--- config.mk ---
export PLATFORM = sky130hd
export DESIGN_NAME = lcmb_merge
export DESIGN_NICKNAME = d
export VERILOG_FILES = /design/src/rtl/lcmb_pkg.sv /design/src/rtl/lcmb_merge.sv
export SDC_FILE = /design/constraint.sdc
export NUM_CORES = 1
export LEC_CHECK = 0
export BUFFER_PORTS_ARGS = -buffer_cell sky130_fd_sc_hd__buf_2
export CAP_MARGIN = 30
export CORE_AREA = 2 2 81 64
export CTS_CLUSTER_DIAMETER = 80
export CTS_CLUSTER_SIZE = 14
export DETAILED_ROUTE_END_ITERATION = 6
export DIE_AREA = 0 0 83 66
export PLACE_DENSITY_LB_ADDON = 0.3
export SLEW_MARGIN = 20
export SYNTH_ARGS = -nofsm -noshare
export SYNTH_HDL_FRONTEND = slang
export SYNTH_SLANG_ARGS = --single-unit
--- constraint.sdc ---
create_clock -name clk -period 1 [get_ports clk]
set_clock_uncertainty 0.15 [all_clocks]
set_input_delay 0.1 -clock clk [delete_from_list [all_inputs] [get_ports clk]]
set_output_delay 0.1 -clock clk [all_outputs]
set_load 0.005 [all_outputs]
--- src/rtl/lcmb_pkg.sv ---
// shared constants, types and codes for the led channel mode and blink controller
`default_nettype none
package lcmb_pkg;

  localparam int CHANNELS       = 8;
  localparam int PWM_FULL_SCALE = 255;
  localparam int TICKS_PER_UNIT = 50;

  localparam int LEVEL_W = 8;
  localparam int CNT_W   = 14;
  localparam int N_W     = 4;
  localparam int SEL_W   = 3;
  localparam int TICK_W  = $clog2(TICKS_PER_UNIT + 1);
  localparam int PROD_W  = 2 * LEVEL_W;
  localparam int HI_W    = PROD_W + TICK_W;
  localparam int LHS_W   = CNT_W + 1 + LEVEL_W;
  localparam int CMP_W   = (HI_W > LHS_W) ? HI_W : LHS_W;
  localparam int PT_W    = LEVEL_W + TICK_W;
  localparam int WRAP_W  = (PT_W > CNT_W + 1) ? PT_W : CNT_W + 1;
  localparam int OUT_W   = 64;

  localparam logic [1:0] CFG_CHANNEL_COUNT = 2'd0;
  localparam logic [1:0] CFG_GROUP_PERIOD  = 2'd1;
  localparam logic [1:0] CFG_GROUP_DUTY    = 2'd2;

  typedef enum logic [1:0] {
    CMD_SET_MODES = 2'd0,
    CMD_DIM       = 2'd1,
    CMD_TICK      = 2'd2,
    CMD_NONE      = 2'd3
  } cmd_t;

  typedef enum logic [1:0] {
    MODE_OFF   = 2'd0,
    MODE_FULL  = 2'd1,
    MODE_LEVEL = 2'd2,
    MODE_BLINK = 2'd3
  } mode_t;

  typedef enum logic [1:0] {
    S_IDLE = 2'd0,
    S_MUL  = 2'd1,
    S_HIGH = 2'd2,
    S_DONE = 2'd3
  } state_t;

  typedef struct packed {
    logic stage1;
    logic stage2;
    logic apply;
    logic tick_en;
    cmd_t cmd;
  } lane_ctrl_t;

  typedef struct packed {
    logic [LEVEL_W-1:0] shown;
    logic               blink;
  } lane_stat_t;

endpackage
`default_nettype wire

--- src/rtl/lcmb_merge.sv ---
// merging stage: packs lane levels into the result word and holds it for the output channel
`default_nettype none
module lcmb_merge (
  input  wire                              clk,
  input  wire                              rst,
  input  wire                              load,
  input  lcmb_pkg::lane_stat_t             stat [lcmb_pkg::CHANNELS],
  output logic                             out_valid,
  input  wire                              out_ready,
  output logic [lcmb_pkg::OUT_W-1:0]       pwm_out
);

  logic [lcmb_pkg::OUT_W-1:0] packed_word;

  always_comb begin
    packed_word = '0;
    for (int i = 0; i < lcmb_pkg::CHANNELS; i++) begin
      packed_word[lcmb_pkg::LEVEL_W*i +: lcmb_pkg::LEVEL_W] = stat[i].shown;
    end
  end

  always_ff @(posedge clk) begin
    if (rst) begin
      out_valid <= 1'b0;
    end else if (load) begin
      out_valid <= 1'b1;
    end else if (out_ready) begin
      out_valid <= 1'b0;
    end
  end

  always_ff @(posedge clk) begin
    if (load) begin
      pwm_out <= packed_word;
    end
  end

endmodule
`default_nettype wire
### Yosys cells after proc, flatten, opt, wreduce, memory -nomap -nowiden

Index checks and enable logic that the tools add are counted.
W data, S select, Z words.

| storage, ports and cells | value |
|---|---|
| register bits | 65 |
| input bits | 76 |
| word-level logic and storage cells | 5 |

| operators by class | value |
|---|---|
| reductions and logical operators | 1 |
| mux-type cells | 2 |

Operators with widths:

| cell | count |
|---|---|
| $mux W1 | 2 |
| $reduce_bool A2 Y1 | 1 |

### Logic depth before layout (Yosys ltp)

| depth | value |
|---|---|
| depth after elaboration | 2 |
| gate-level depth with buffers | 2 |
| gate-level depth less buffers | 2 |

### Worst setup path before layout

No wires, ideal clock.

| timing path | value |
|---|---|
| path type | reg-to-reg |
| from | reg, netlist name out_valid |
| to | reg out_valid |
| buffers on the path | 0 |
| data arrival time | 0.501 ns |
| data required time | 0.784 ns |
| cell stages (with the launch flop) | 3 |
| setup slack | 0.284 ns |
| clock period less this slack | 0.716 ns |
| cells stage by stage | dfxtp_1 nand2b_1 a21oi_2 |

RTL lines:

| what | line | text |
|---|---|---|
| end signal, assigned | lcmb_merge.sv:24 | `out_valid <= 1'b0;` |
| end signal, assigned | lcmb_merge.sv:26 | `out_valid <= 1'b1;` |
| end signal, assigned | lcmb_merge.sv:28 | `out_valid <= 1'b0;` |
| end, declared | lcmb_merge.sv:8 | `output logic out_valid,` |

### Worst setup path in the final report

| timing path | value |
|---|---|
| from | reg pwm_out[20] in the netlist's numbering |
| to | out pwm_out[20] in the netlist's numbering |

RTL lines:

| what | line | text |
|---|---|---|
| start, declared | lcmb_merge.sv:10 | `output logic [lcmb_pkg::OUT_W-1:0] pwm_out` |
| start signal, assigned | lcmb_merge.sv:34 | `pwm_out <= packed_word;` |

No word-level cell between the ends.

==> flow_metrics.env <==
export IMPL_outcome="complete, but fails checks"
export IMPL_violations="negative setup slack"
export IMPL_viasPerCell=4.24
export IMPL_fin_crit_ns=1.12
export IMPL_swShare_pct=19.7
export IMPL_fin_hold_ws_ns=0.103
export IMPL_clk_pin_slew_ns=0.07
export IMPL_switchingPower_mw=1.17
export IMPL_clkLatencyLatePin_ns=0.33
export IMPL_cp_buffers_inverters=1
export IMPL_htree_levels=3
export IMPL_hold_end="out_valid"
export IMPL_cap_violations=0
export IMPL_final_nets=356
export IMPL_gp_congestion=0.713
export IMPL_hold_start="load"
export IMPL_io_buffers=132
export IMPL_setup_ws_ns=-0.120
export IMPL_synthArstFlopShare_pct=0
export IMPL_drive_above_1_share_pct=52.8
export IMPL_synth_area_per_cell_um2=28.8
export IMPL_synthesis_instances=68
export IMPL_r2r_end="out_valid"
export IMPL_cts_tree="yes"
export IMPL_grt_overflow_total=0
export IMPL_start_util_pct=41.7
export IMPL_num_vias=1460
export IMPL_synthFlopType="edfxtp_1"
export IMPL_cts_sinks=65
export IMPL_reg2reg_depth=3
export IMPL_numCtsBuffers=9
export IMPL_die_h_um=66
export IMPL_clockBufferDepth=2
export IMPL_cp_end_kind="output port"
export IMPL_critPathKind="reg -> out"
export IMPL_synth_commonest_cells="edfxtp_1, a21oi_2, dfxtp_1, inv_1, nand2b_1"
export IMPL_power_frac_comb_pct=11.0
export IMPL_synth_edf_count=64
export IMPL_crit_family="flip-flops"
export IMPL_leakage_nw=1.56
export IMPL_worstMarginPinSlew_ns=0.175
export IMPL_hold_depth=4
export IMPL_internal_power_mw=4.77
export IMPL_grt_max_degree=35
export IMPL_synth_nets=144
export IMPL_ir_drop_v=0.00119
export IMPL_drt_iter0_drc=56
export IMPL_area_delta_synth_final_pct=82.7
export IMPL_hold_class="in -> reg"
export IMPL_grt_pass1_wl_um=7850
export IMPL_drc=0
export IMPL_die_area_um2=5480
export IMPL_crit_slowest_cell="edfxtp_1"
export IMPL_yosysTopAreaCellShare_pct=98.0
export IMPL_synth_top_area_cell="edfxtp_1"
export IMPL_synth_cell_type_count=5
export IMPL_rsz0062_at_grt="true"
export IMPL_crit_path_start_kind="flip-flop"
export IMPL_seq_power_share_pct=55.4
export IMPL_fin_crit_sh_pct=112
export IMPL_grt_pass1_vias=1642
export IMPL_path_cells="buf_2"
export IMPL_yosysWarnings=0
export IMPL_worstPathArrival_ns=0.87
export IMPL_antenna_found_initial=0
export IMPL_pwr_share_clk_pct=33.6
export IMPL_maxSlewHeadroom_pct=88.3
export IMPL_synth_most_common_cell="edfxtp_1"
export IMPL_wl_per_cell_um=14.8
export IMPL_final_core_util_pct=76.1
export IMPL_placed_cells=262
export IMPL_finalSetupViolCount=65
export IMPL_grtUsageTotal_pct=19.8
export IMPL_fmax_mhz=893
export IMPL_worstPathRequired_ns=0.75
export IMPL_critical_path_max_stage_delay_ns=0.39
export IMPL_stdcell_count=344
export IMPL_ys_seq_area_share_pct=99.0
export IMPL_r2r_setup_slack_ns=0.13
export IMPL_hold_violations=0
export IMPL_powerDensity_nw_per_um2=1660
export IMPL_cts_root_buf="clkbuf_8"
export IMPL_diodes=0
export IMPL_io_pins=141
export IMPL_ys_seq_elements=65
export IMPL_first_pass_iters=6
export IMPL_routed_wl_um=5070
export IMPL_slew_violations=0
export IMPL_core_um2=4710
export IMPL_die_w_um=83
export IMPL_synth_area_top_cells="edfxtp_1, dfxtp_1, a21oi_2"
export IMPL_fill_cells=275
export IMPL_worstReg2RegStart="out_valid"
export IMPL_num_rows=22
export IMPL_crit_fanout=1
export IMPL_synth_area_um2=1960
export IMPL_antenna_left=0
[power groups by stage]
stage          registers [mW]  logic (mW)  clock network [mW]
3_3_place_gp             3.33       0.435                   0
2_1_floorplan            3.38     0.00453                   0
5_1_grt                  3.30       0.707                2.18
4_1_cts                  3.28       0.638                2.05
3_5_place_dp             3.34       0.440                   0
6_report                 3.28       0.653                2.00
[how the worst max path moves through the flow]
| stage | from | end | slack, ns | cells after the start |
|---|---|---|---|---|
| floorplan | out_valid | out_valid | 0.28 | 2 |
| global placement | load | pwm_out[12] | 0.08 | 2 |
| detailed placement | load | pwm_out[51] | 0.06 | 2 |
| CTS | pwm_out[61] | pwm_out[61] | -0.13 | 1 |
| global route | pwm_out[20] | pwm_out[20] | -0.17 | 1 |
| finish | pwm_out[20] | pwm_out[20] | -0.12 | 1 |
[tightest hold or removal path, delay by kind of cell]
kind	cells	cell delay (ns)
AOI/OAI and AO/OA	1	0.05
buffers and inverters	3	0.40
[final cells by class]
class	instances	area [µm²]	share of cell area, %
clock buffer	11	131	3.67
clock inverter	4	45.0	1.26
inverter	1	3.75	0.105
multi-input combinational	2	15.0	0.419
sequential	65	1940	54.2
tap	60	75.1	2.10
timing repair buffer	201	1370	38.2
[cell usage in the layout, fill, tap and decap left out, drive strengths merged]
cell	count
a21oi	1
inv	1
nand2b	1
edfxtp	64
dlygate4sd3	66
dfxtp	1
clkbuf	11
buf	135
clkinv	3
bufinv	1
[registers in the layout (all words and copies together) (netlist names)]
| signal | count |
|---|---|
| pwm_out | 64 |
| out_valid | 1 |
[metal layers]
| metal | vias to the layer above | part of all wire [%] | GRT usage (%) |
|---|---|---|---|
| met2 | 101 | 51 | 35.2 |
| li1 | 697 | - | - |
| met5 | - | 0 | 0 |
| met1 | 653 | 36 | 18.9 |
| met3 | 9 | 12 | 11.5 |
| met4 | 0 | 1.7 | 8.20 |
[stage by stage]
step                setup TNS, ns  cell area [µm²]  setup WS, ns  total power, mW
detailed placement              0             2740        0.0623             3.77
finish                      -4.61             3580        -0.120             5.93
floorplan                       0             1960         0.284             3.38
global route                -7.48             3580        -0.174             6.19
CTS                         -5.81             3570        -0.129             5.97
global placement                0             2740        0.0792             3.76
[cells by family (layout without fill, tap and decap cells)]
| kind of cell | Yosys count | in the layout | synth area share, % |
|---|---|---|---|
| compound gates | 1 | 1 | 0.447 |
| buf+inv | 1 | 217 | 0.191 |
| flops | 65 | 65 | 99.0 |
| simple gates | 1 | 1 | 0.319 |
[what timing repair did]
| item | 4_1_cts | 5_1_grt |
|---|---|---|
| hold buffers | 66 | 0 |
| gates resized for setup | 1 | 0 |
| hold endpoints to repair | 65 | 0 |
| endpoints found under the setup margin | 65 | 65 |
| buffers inserted | 0 | 1 |
No activity file was read; power rests on OpenSTA's default activity.
