`config.mk`:
```
export PLATFORM = sky130hd
export DESIGN_NAME = lcmb_lane
export DESIGN_NICKNAME = d
export VERILOG_FILES = /design/src/rtl/lcmb_pkg.sv /design/src/rtl/lcmb_lane.sv
export SDC_FILE = /design/constraint.sdc
export NUM_CORES = 1
export LEC_CHECK = 0
export BUFFER_PORTS_ARGS = -buffer_cell sky130_fd_sc_hd__buf_2
export CORE_MARGIN = 2
export CORE_UTILIZATION = 40
export DETAILED_ROUTE_END_ITERATION = 7
export HOLD_SLACK_MARGIN = 0.15
export SLEW_MARGIN = 20
export SYNTH_ARGS = -nofsm -noshare
export SYNTH_HDL_FRONTEND = slang
export SYNTH_SLANG_ARGS = --single-unit
```
`constraint.sdc`:
```
create_clock -name clk -period 13.5 [get_ports clk]
set_input_delay 3.375 -clock clk [delete_from_list [all_inputs] [get_ports clk]]
set_output_delay 3.375 -clock clk [all_outputs]
set_load 0.05 [all_outputs]
```
`src/rtl/lcmb_pkg.sv`:
```
// shared constants, types and codes for the led channel mode and blink controller
`default_nettype none
package lcmb_pkg;

  localparam int CHANNELS       = 8;
  localparam int PWM_FULL_SCALE = 255;
  localparam int TICKS_PER_UNIT = 50;

  localparam int LEVEL_W = 8;
  localparam int CNT_W   = 14;
  localparam int N_W     = 4;
  localparam int SEL_W   = 3;
  localparam int TICK_W  = $clog2(TICKS_PER_UNIT + 1);
  localparam int PROD_W  = 2 * LEVEL_W;
  localparam int HI_W    = PROD_W + TICK_W;
  localparam int LHS_W   = CNT_W + 1 + LEVEL_W;
  localparam int CMP_W   = (HI_W > LHS_W) ? HI_W : LHS_W;
  localparam int PT_W    = LEVEL_W + TICK_W;
  localparam int WRAP_W  = (PT_W > CNT_W + 1) ? PT_W : CNT_W + 1;
  localparam int OUT_W   = 64;

  localparam logic [1:0] CFG_CHANNEL_COUNT = 2'd0;
  localparam logic [1:0] CFG_GROUP_PERIOD  = 2'd1;
  localparam logic [1:0] CFG_GROUP_DUTY    = 2'd2;

  typedef enum logic [1:0] {
    CMD_SET_MODES = 2'd0,
    CMD_DIM       = 2'd1,
    CMD_TICK      = 2'd2,
    CMD_NONE      = 2'd3
  } cmd_t;

  typedef enum logic [1:0] {
    MODE_OFF   = 2'd0,
    MODE_FULL  = 2'd1,
    MODE_LEVEL = 2'd2,
    MODE_BLINK = 2'd3
  } mode_t;

  typedef enum logic [1:0] {
    S_IDLE = 2'd0,
    S_MUL  = 2'd1,
    S_HIGH = 2'd2,
    S_DONE = 2'd3
  } state_t;

  typedef struct packed {
    logic stage1;
    logic stage2;
    logic apply;
    logic tick_en;
    cmd_t cmd;
  } lane_ctrl_t;

  typedef struct packed {
    logic [LEVEL_W-1:0] shown;
    logic               blink;
  } lane_stat_t;

endpackage
`default_nettype wire

```
`src/rtl/lcmb_lane.sv`:
```
// one channel lane: level, blink settings, blink counter and gating
`default_nettype none
module lcmb_lane (
  input  wire                                clk,
  input  wire                                rst,
  input  lcmb_pkg::lane_ctrl_t               ctrl,
  input  wire                                used,
  input  lcmb_pkg::mode_t                    mode,
  input  wire  [lcmb_pkg::LEVEL_W-1:0]       byte_set,
  input  wire  [lcmb_pkg::LEVEL_W-1:0]       byte_dim,
  input  wire  [lcmb_pkg::LEVEL_W-1:0]       group_period,
  input  wire  [lcmb_pkg::LEVEL_W-1:0]       group_duty,
  output lcmb_pkg::lane_stat_t               stat
);

  logic [lcmb_pkg::LEVEL_W-1:0] level, level_next;
  logic [lcmb_pkg::LEVEL_W-1:0] period, period_next;
  logic [lcmb_pkg::LEVEL_W-1:0] duty, duty_next;
  logic [lcmb_pkg::CNT_W-1:0]   count, count_next;

  logic [lcmb_pkg::PROD_W-1:0]  prod;
  logic [lcmb_pkg::HI_W-1:0]    high;
  logic [lcmb_pkg::LHS_W-1:0]   lhs;
  logic [lcmb_pkg::PT_W-1:0]    per_ticks;

  logic [lcmb_pkg::CNT_W:0]     cnt_inc;
  logic                         gate;
  logic                         tick_live;

  assign cnt_inc   = {1'b0, count} + (lcmb_pkg::CNT_W + 1)'(1);
  assign tick_live = used && ctrl.tick_en && (ctrl.cmd == lcmb_pkg::CMD_TICK)
                     && (period != '0);

  // multiplier stages, read back when the request finishes
  always_ff @(posedge clk) begin
    if (ctrl.stage1) begin
      prod      <= lcmb_pkg::PROD_W'(period) * lcmb_pkg::PROD_W'(duty);
      lhs       <= lcmb_pkg::LHS_W'(count) * lcmb_pkg::LHS_W'(lcmb_pkg::PWM_FULL_SCALE);
      per_ticks <= lcmb_pkg::PT_W'(period) * lcmb_pkg::PT_W'(lcmb_pkg::TICKS_PER_UNIT);
    end
    if (ctrl.stage2) begin
      high <= lcmb_pkg::HI_W'(prod) * lcmb_pkg::HI_W'(lcmb_pkg::TICKS_PER_UNIT);
    end
  end

  // count > period*duty*ticks/scale is the same as count*scale > period*duty*ticks
  always_comb begin
    level_next  = level;
    period_next = period;
    duty_next   = duty;
    count_next  = count;
    gate        = 1'b0;
    case (ctrl.cmd)
      lcmb_pkg::CMD_SET_MODES: begin
        if (used) begin
          case (mode)
            lcmb_pkg::MODE_OFF:  level_next = '0;
            lcmb_pkg::MODE_FULL: level_next = lcmb_pkg::LEVEL_W'(lcmb_pkg::PWM_FULL_SCALE);
            lcmb_pkg::MODE_LEVEL: begin
              level_next  = byte_set;
              period_next = '0;
              duty_next   = '0;
            end
            lcmb_pkg::MODE_BLINK: begin
              level_next  = byte_set;
              period_next = group_period;
              duty_next   = group_duty;
            end
            default: level_next = level;
          endcase
        end
      end
      lcmb_pkg::CMD_DIM: begin
        if (used) begin
          level_next = byte_dim;
        end
      end
      lcmb_pkg::CMD_TICK: begin
        if (tick_live) begin
          gate = lcmb_pkg::CMP_W'(lhs) > lcmb_pkg::CMP_W'(high);
          if (lcmb_pkg::WRAP_W'(cnt_inc) >= lcmb_pkg::WRAP_W'(per_ticks)) begin
            count_next = '0;
          end else begin
            count_next = cnt_inc[lcmb_pkg::CNT_W-1:0];
          end
        end
      end
      default: gate = 1'b0;
    endcase
  end

  always_ff @(posedge clk) begin
    if (rst) begin
      level  <= '0;
      period <= '0;
      duty   <= '0;
      count  <= '0;
    end else if (ctrl.apply) begin
      level  <= level_next;
      period <= period_next;
      duty   <= duty_next;
      count  <= count_next;
    end
  end

  assign stat.shown = gate ? '0 : level_next;
  assign stat.blink = used && (ctrl.cmd == lcmb_pkg::CMD_SET_MODES)
                      && (mode == lcmb_pkg::MODE_BLINK);

endmodule
`default_nettype wire

```
== After elaboration in Yosys (flattened, before gate mapping) ==
Cells that the tools add are included.

* Bits in registers: 110
* Input port bits: 43
* Output and inout bits: 9
* Logic and storage cells: 42

* Add/subtract/negate cells: 1
* Multiply operators: 4
* Order comparisons: 2
* Equality and inequality tests: 5
* Mux-type cells: 10
* Reduce and logical (&&, ||, !) cells: 12

{| class="wikitable"
|+ Operator list
! cell !! count
|-
| $pmux W8 S2 || 3
|-
| $mux W8 || 3
|-
| $pmux W8 S3 || 1
|-
| $gt A22 B22 Y1 || 1
|-
| $mul A14 B8 Y22 const B || 1
|-
| $mul A16 B5 Y21 const B || 1
|-
| $mul A8 B8 Y16 || 1
|-
| $add A14 B1 Y15 const B || 1
|-
| $ge A15 B14 Y1 || 1
|-
| $mux W14 || 1
|-
| $mul A8 B5 Y13 const B || 1
|-
| $reduce_bool A8 Y1 || 1
|-
| $eq A2 B2 Y1 const B || 3
|-
| $logic_and A1 B1 Y1 || 5
|-
| $eq A2 B1 Y1 const B || 2
|-
| $logic_not A2 Y1 || 2
|-
| $reduce_and A4 Y1 || 1
|-
| $reduce_and A3 Y1 || 1
|-
| $mux W1 || 2
|-
| $reduce_bool A2 Y1 || 1
|-
| $reduce_or A2 Y1 || 1
|}

== Longest topological paths before layout ==
Gate-level depths: netlist (run 1).

* Depth in word-level cells: 6
* Mapped depth: 17
* Mapped depth without buffers: 16

== Worst setup path before layout (run 1) ==
Ideal clock, no wire load.

* Path kind: input to output
* Start point: input mode[0]
* End point: output stat[7] (netlist name)
* Data arrival time: 5.269 ns
* Data required time: 10.125 ns
* Path slack: 4.856 ns
* Cell stages on the path: 8
* Buffers on the path: 2
* Cell sequence: clkbuf_1 > nand2b_1 > clkbuf_1 > a21oi_1 > a21oi_1 > nor2_1 > a21oi_1 > nor3_1

{| class="wikitable"
|+ RTL lines
! what !! RTL line !! source
|-
| start: declaration || lcmb_lane.sv:8 || <nowiki>input lcmb_pkg::mode_t mode,</nowiki>
|-
| end: declaration || lcmb_lane.sv:13 || <nowiki>output lcmb_pkg::lane_stat_t stat</nowiki>
|}

==> qor.csv, run 1 <==
stage;metric;value;unit
setup_path;most frequent CP cell;buf_2;
final_layout;layout cells sized above 1;0.0617;
yosys;post-synthesis async set-or-reset flop share;0;
timing;fmax;0.116;GHz
grt;Remaining Overflow, GRT;0;
yosys;syn_area_per_cell;9.36;µm²
placed_design;GP Congestion;0.857;
power;leakage power;0.00675;µW
placed_design;HPWL after detailed placement;20000;µm
drt;Residual DRC;0;
die;die area;0.0323;mm²
final_layout;filler-free cell count of the finished design;1757;
drt;Vias;8826;
timing;Final Setup Violations;0;
clock_tree;# resized after CTS;0;
job;Max Cap Viol;0;
grt;first-pass GRT wire length;43100;µm
timing;fin worst setup slack;4910;ps
clock_tree;CTS tree;built;
grt;vias in the first global route;9068;
clock_tree;Root Driver;clkbuf_16;
final_layout;Area growth syn-to-layout;7.85;%
setup_path;CP Cell Sequence;buf_2, nand4b_1, a41oi_2, o41ai_2, or3_1, a31oi_2, nor3_1, buf_2;
grt;initial antenna violation count;0;
setup_path;worst reg-to-reg setup slack;8340;ps
drt;Vias/cell;5.02;
final_layout;# fillers;2945;
setup_path;Crit. End Element;primary output;
power;Power Total;792;µW
placed_design;IO buf count;51;
timing;RSZ-0062 raised after global routing;false;
clock_tree;Sink Count;110;
clock_tree;Bufs on Longest Clock Path;2;
timing;hold_ws;495;ps
drt;Routed Antenna Nets;0;
timing;relative slew slack;0.304;
clock_tree;worst-skew pair later-pin latency;360;ps
grt;GRT Total Usage;0.160;
die;Die Ht;180;µm
yosys;Synth cell types;63;
yosys;EDFF count, synth;72;
hold_path;HP Class;reg2reg;
final_layout;most frequent cells in the layout;290 x inv_1, 206 x ha_1, 110 x fa_1, 79 x a21oi_1, 72 x edfxtp_1;
power;Power Dens Cells;59.4;mW/mm²
yosys;YS warnings;0;
power;maximum vdd ir drop;0.0000592;V
timing;post-route minimum period;8590;ps
final_layout;multi-input logic area;0.00822;mm²
yosys;Cells after Synth;1320;
final_layout;n_diodes;0;
yosys;Most used DFF post-synth;edfxtp_1;
timing;final hold vios;0;
clock_tree;Hold-fix buffers, CTS;0;
die;effective utilization at floorplan;0.405;
setup_path;CP peak stage delay;400;ps
yosys;cell area after synthesis;0.0124;mm²
clock_tree;H-tree depth;3;
setup_path;WP data required;10120;ps
timing;worst-margin pin slew;1040;ps
die;Placement Rows;64;
timing;post-route clock skew;11.4;ps
die;core area;0.0305;mm²
drt;Routed WL;24500;µm
die;I/O pins;52;
yosys;#FFs+latches synth;110;
clock_tree;Reg clk slew, reported paths;80;ps
timing;TNS Setup;0;ps
setup_path;CP arrival;5220;ps
grt;largest net degree at the start of global routing;52;
drt;wire per inst;13.9;µm
yosys;post-synth net total;1679;
drt;total iterations of the first detailed-routing run;5;
final_layout;# nets final;1715;
setup_path;critical path peak fanout;18;
final_layout;FF/Latch Area;0.00292;mm²
final_layout;most common cell after layout, fill and taps aside;inv_1;
placed_design;placed cell count;1741;
clock_tree;cts bufs inserted;9;
setup_path;startpoint types;primary input;
status;status;finished clean;
die;DIE WIDTH;180;µm
clock_tree;post-CTS setup buffer count;0;
setup_path;kind of critical path;in2out;
setup_path;CP max-delay cell;a31oi_2;
yosys;sequential share of the synthesized area;0.237;
timing;Final period util;0.637;
timing;Max Slew Vio Count;0;
drt;drt first-iter violations;295;
placed_design;Place WS;4910;ps
[per-layer routing]
metal | vias up | wire length [µm] | GRT usage
met5 | - | 0 | 0
met4 | 0 | 303 | 0.0371
met3 | 19 | 1090 | 0.0296
met2 | 142 | 11400 | 0.269
met1 | 4212 | 11700 | 0.213
li1 | 4453 | - | -
[cell type report]
cell class	instances	area share
Clock buffer	9	0.0169
Clock inverter	7	0.00601
Inverter	290	0.0817
Multi-Input combinational cell	889	0.617
Sequential cell	110	0.219
Tap cell	396	0.0372
Timing Repair Buffer	56	0.0220
[cell families (layout without fill, tap and decap cells)]
family,count (synthesis),in the layout,share of synthesized area
xor+xnor,54,54,0.0383
compound gates,222,222,0.118
fa+ha+maj,316,316,0.387
buf+inv,321,362,0.0990
flops,110,110,0.237
simple gates,297,297,0.121
[report_power, final]
| group | internal, µW | switching, µW | total, µW |
|---|---|---|---|
| combinational | 48.7 | 78.4 | 127 |
| clock | 147 | 135 | 282 |
| sequential | 377 | 6.31 | 383 |
[stage by stage]
step | utilization | instance area, µm²
after floorplan | - | 12400
after detailed placement | 0.426 | 13000
after global placement | 0.426 | 13000
after CTS | 0.436 | 13300
final | 0.437 | 13300
after global routing | 0.437 | 13300
[worst max-delay path, delay by kind of cell]
family	cells	cell delay (ps)
AOI/OAI and AO/OA	3	720
buffers and inverters	2	430
and+or+nand+nor	3	690
[synth_stat cells, drive strengths merged, types with 2 or more instances]
master	n	area share
a211oi	13	0.0079
nor2	68	0.021
nor3	20	0.0081
a31oi	19	0.010
buf	10	0.0046
xor2	12	0.0085
a211o	3	0.0021
nand3	36	0.015
o21a	11	0.0067
o21ai	29	0.012
nand4b	2	0.0014
nor2b	7	0.0035
a41oi	9	0.0076
a32oi	3	0.0021
o21bai	5	0.0030
xnor2	42	0.030
and3	7	0.0035
dfxtp	38	0.062
and2	51	0.026
o311ai	3	0.0021
nand4	12	0.0061
nor4b	3	0.0026
o21ba	2	0.0016
o211ai	6	0.0036
nand2b	8	0.0041
fa	110	0.18
a21o	20	0.012
o41ai	4	0.0041
ha	206	0.21
or3	6	0.0030
or2	2	0.0010
or4	2	0.0012
edfxtp	72	0.18
clkbuf	21	0.0064
inv	290	0.088
nand3b	5	0.0030
a21oi	80	0.033
nand2	64	0.019
a221oi	2	0.0014
o31ai	3	0.0018
[sequential cells by signal, summed over array words and instances, names as in the netlist]
| name | cells |
|---|---|
| high | 21 |
| lhs | 22 |
| count | 14 |
| period | 8 |
| level | 8 |
| duty | 8 |
| per_ticks | 13 |
| prod | 16 |
[worst paths after layout]
check                        startpoint                     to  cells after the start
setup / recovery                ctrl[0]                stat[5]                      8
hold / removal    level[6]$_SDFFE_PP0P_  level[6]$_SDFFE_PP0P_                      2
setup reg to reg  count[4]$_SDFFE_PP0P_      lhs[21]$_DFFE_PP_                     14
hold reg to reg   level[6]$_SDFFE_PP0P_  level[6]$_SDFFE_PP0P_                      2
Note: power is estimated with default switching activity, not from simulation.
==> inputs of run 2 (changes only) <==
clock period = 8.6 ns   (was 13.5 ns; I/O delays follow)
==> run 2 against run 1 <==
Power increased by 55%. Combinational power increased by 55%. Critical path depth unchanged. Clock power increased by 52%. Sequential share of layout area increased by 0.081 points. Hold slack improved by 1.6 ps. Die area unchanged. Largest cell class unchanged.
==> qor.csv, run 2 (synthesized netlist as in run 1, its figures left out) <==
stage;metric;value;unit;change
hold_path;HP Class;reg2reg;;unchanged
grt;first-pass GRT wire length;42100;µm;was 43100 µm
setup_path;CP max-delay cell;a31oi_2;;unchanged
clock_tree;worst-skew pair later-pin latency;360;ps;about the same
die;Die Ht;180;µm;unchanged
timing;post-route clock skew;10.6;ps;was 11.4 ps
final_layout;# nets final;1712;;was 1715
final_layout;# fillers;2961;;was 2945
power;leakage power;0.00672;µW;was 0.00675 µW
status;status;finished clean;;unchanged
setup_path;critical path peak fanout;18;;unchanged
die;Placement Rows;64;;unchanged
timing;post-route minimum period;6200;ps;
final_layout;Area growth syn-to-layout;7.45;%;was 7.85%
placed_design;GP Congestion;0.897;;was 0.857
drt;Residual DRC;0;;unchanged
clock_tree;CTS tree;built;;unchanged
setup_path;WP data required;6450;ps;was 10120 ps
setup_path;worst reg-to-reg setup slack;3640;ps;was 8340 ps
clock_tree;# resized after CTS;0;;unchanged
setup_path;most frequent CP cell;buf_2;;unchanged
setup_path;startpoint types;primary input;;unchanged
clock_tree;Reg clk slew, reported paths;70;ps;was 80 ps
final_layout;most frequent cells in the layout;290 x inv_1, 206 x ha_1, 110 x fa_1, 79 x a21oi_1, 72 x edfxtp_1;;unchanged
power;maximum vdd ir drop;0.0000793;V;was 0.0000592 V
die;DIE WIDTH;180;µm;unchanged
setup_path;Crit. End Element;primary output;;unchanged
final_layout;most common cell after layout, fill and taps aside;inv_1;;unchanged
drt;total iterations of the first detailed-routing run;5;;unchanged
placed_design;IO buf count;51;;unchanged
timing;fmax;0.161;GHz;
clock_tree;Sink Count;110;;unchanged
drt;wire per inst;13.9;µm;about the same
grt;vias in the first global route;8875;;was 9068
setup_path;CP arrival;4050;ps;was 5220 ps
timing;final hold vios;0;;unchanged
drt;Vias/cell;4.97;;was 5.02
clock_tree;cts bufs inserted;9;;unchanged
clock_tree;post-CTS setup buffer count;0;;unchanged
drt;drt first-iter violations;311;;was 295
timing;TNS Setup;0;ps;unchanged
timing;Final Setup Violations;0;;unchanged
timing;fin worst setup slack;2400;ps;was 4910 ps
timing;hold_ws;497;ps;was 495 ps
drt;Routed WL;24400;µm;was 24500 µm
setup_path;CP Cell Sequence;buf_2, nand4b_1, a41oi_2, o41ai_2, or3_1, a31oi_2, nor3_1, buf_2;;unchanged
die;effective utilization at floorplan;0.405;;unchanged
grt;initial antenna violation count;0;;unchanged
timing;RSZ-0062 raised after global routing;false;;unchanged
job;Max Cap Viol;0;;unchanged
timing;Max Slew Vio Count;0;;unchanged
clock_tree;H-tree depth;3;;unchanged
placed_design;Place WS;2440;ps;was 4910 ps
timing;Final period util;0.721;;
clock_tree;Bufs on Longest Clock Path;2;;unchanged
final_layout;n_diodes;0;;unchanged
clock_tree;Hold-fix buffers, CTS;0;;unchanged
grt;GRT Total Usage;0.157;;was 0.160
timing;worst-margin pin slew;1070;ps;was 1040 ps
grt;largest net degree at the start of global routing;52;;unchanged
die;I/O pins;52;;unchanged
final_layout;Reg with most FFs;lhs;;unchanged
die;core area;0.0305;mm²;unchanged
drt;Routed Antenna Nets;0;;unchanged
final_layout;layout cells sized above 1;0.0596;;was 0.0617
grt;Remaining Overflow, GRT;0;;unchanged
timing;relative slew slack;0.284;;was 0.304
placed_design;HPWL after detailed placement;20000;µm;about the same
setup_path;CP peak stage delay;410;ps;was 400 ps
die;die area;0.0323;mm²;unchanged
drt;Vias;8710;;was 8826
power;Power Dens Cells;92.5;mW/mm²;was 59.4 mW/mm²
clock_tree;Root Driver;clkbuf_16;;unchanged
setup_path;kind of critical path;in2out;;unchanged
final_layout;Largest register FFs;22;;unchanged
final_layout;biggest regs;lhs: 22 flops, high: 21 flops, prod: 16 flops;;unchanged
[run 2: cell types whose count changed in the layout (fill, tap and decap cells not counted)]
cell        change
buf_4           -3
a41oi_4         -1
inv_6           +3
clkinv_8        +1
a41oi_2         +1
clkinv_4        -1
inv_8           -1
clkinvlp_4      -1
bufinv_16       -1
[run 2: critical path: cells and delay by family]
| family | cells | cell delay, ps |
|---|---|---|
| AO/OA/AOI/OAI | 3 | 750 |
| AND/OR/NAND/NOR | 3 | 710 |
| buffers and inverters | 2 | 440 |
[run 2: area by class of cell]
type | count | area (µm²) | area share
Sequential cell | 110 | 2920 | 0.220
Clock inverter | 7 | 65.1 | 0.00490
Clock buffer | 9 | 225 | 0.0170
Multi-Input combinational cell | 889 | 8210 | 0.618
Timing Repair Buffer | 53 | 270 | 0.0204
Tap cell | 396 | 495 | 0.0373
Inverter | 290 | 1090 | 0.0820
[run 2: metrics by stage]
stage	instance area (µm²)	util	total power, µW	std cells
after floorplan	12400	-	754	1320
after global placement	13000	0.426	809	1738
after detailed placement	13000	0.426	812	1738
after CTS	13300	0.435	1240	1754
after global routing	13300	0.435	1300	1754
final	13300	0.435	1230	1754
[run 2: power breakdown]
part	switching [µW]	total [µW]	internal, µW	leakage (µW)
sequential	10.8	602	591	0.00105
combinational	121	197	75.8	0.00553
clock	224	428	204	0.000144
[run 2: final timing paths]
check,cells past startpoint,end,from
max,8,stat[2],ctrl[0]
min,2,level[7]$_SDFFE_PP0P_,level[7]$_SDFFE_PP0P_
max reg2reg,14,lhs[21]$_DFFE_PP_,count[6]$_SDFFE_PP0P_
min reg2reg,2,level[7]$_SDFFE_PP0P_,level[7]$_SDFFE_PP0P_
[run 2: per-layer routing]
layer | share of wire | up-vias | track usage | wire, µm
met2 | 0.46 | 113 | 0.263 | 11300
met5 | 0 | - | 0 | 0
met1 | 0.48 | 4135 | 0.208 | 11700
li1 | - | 4444 | - | -
met4 | 0.012 | 0 | 0.0403 | 293
met3 | 0.046 | 18 | 0.0320 | 1110
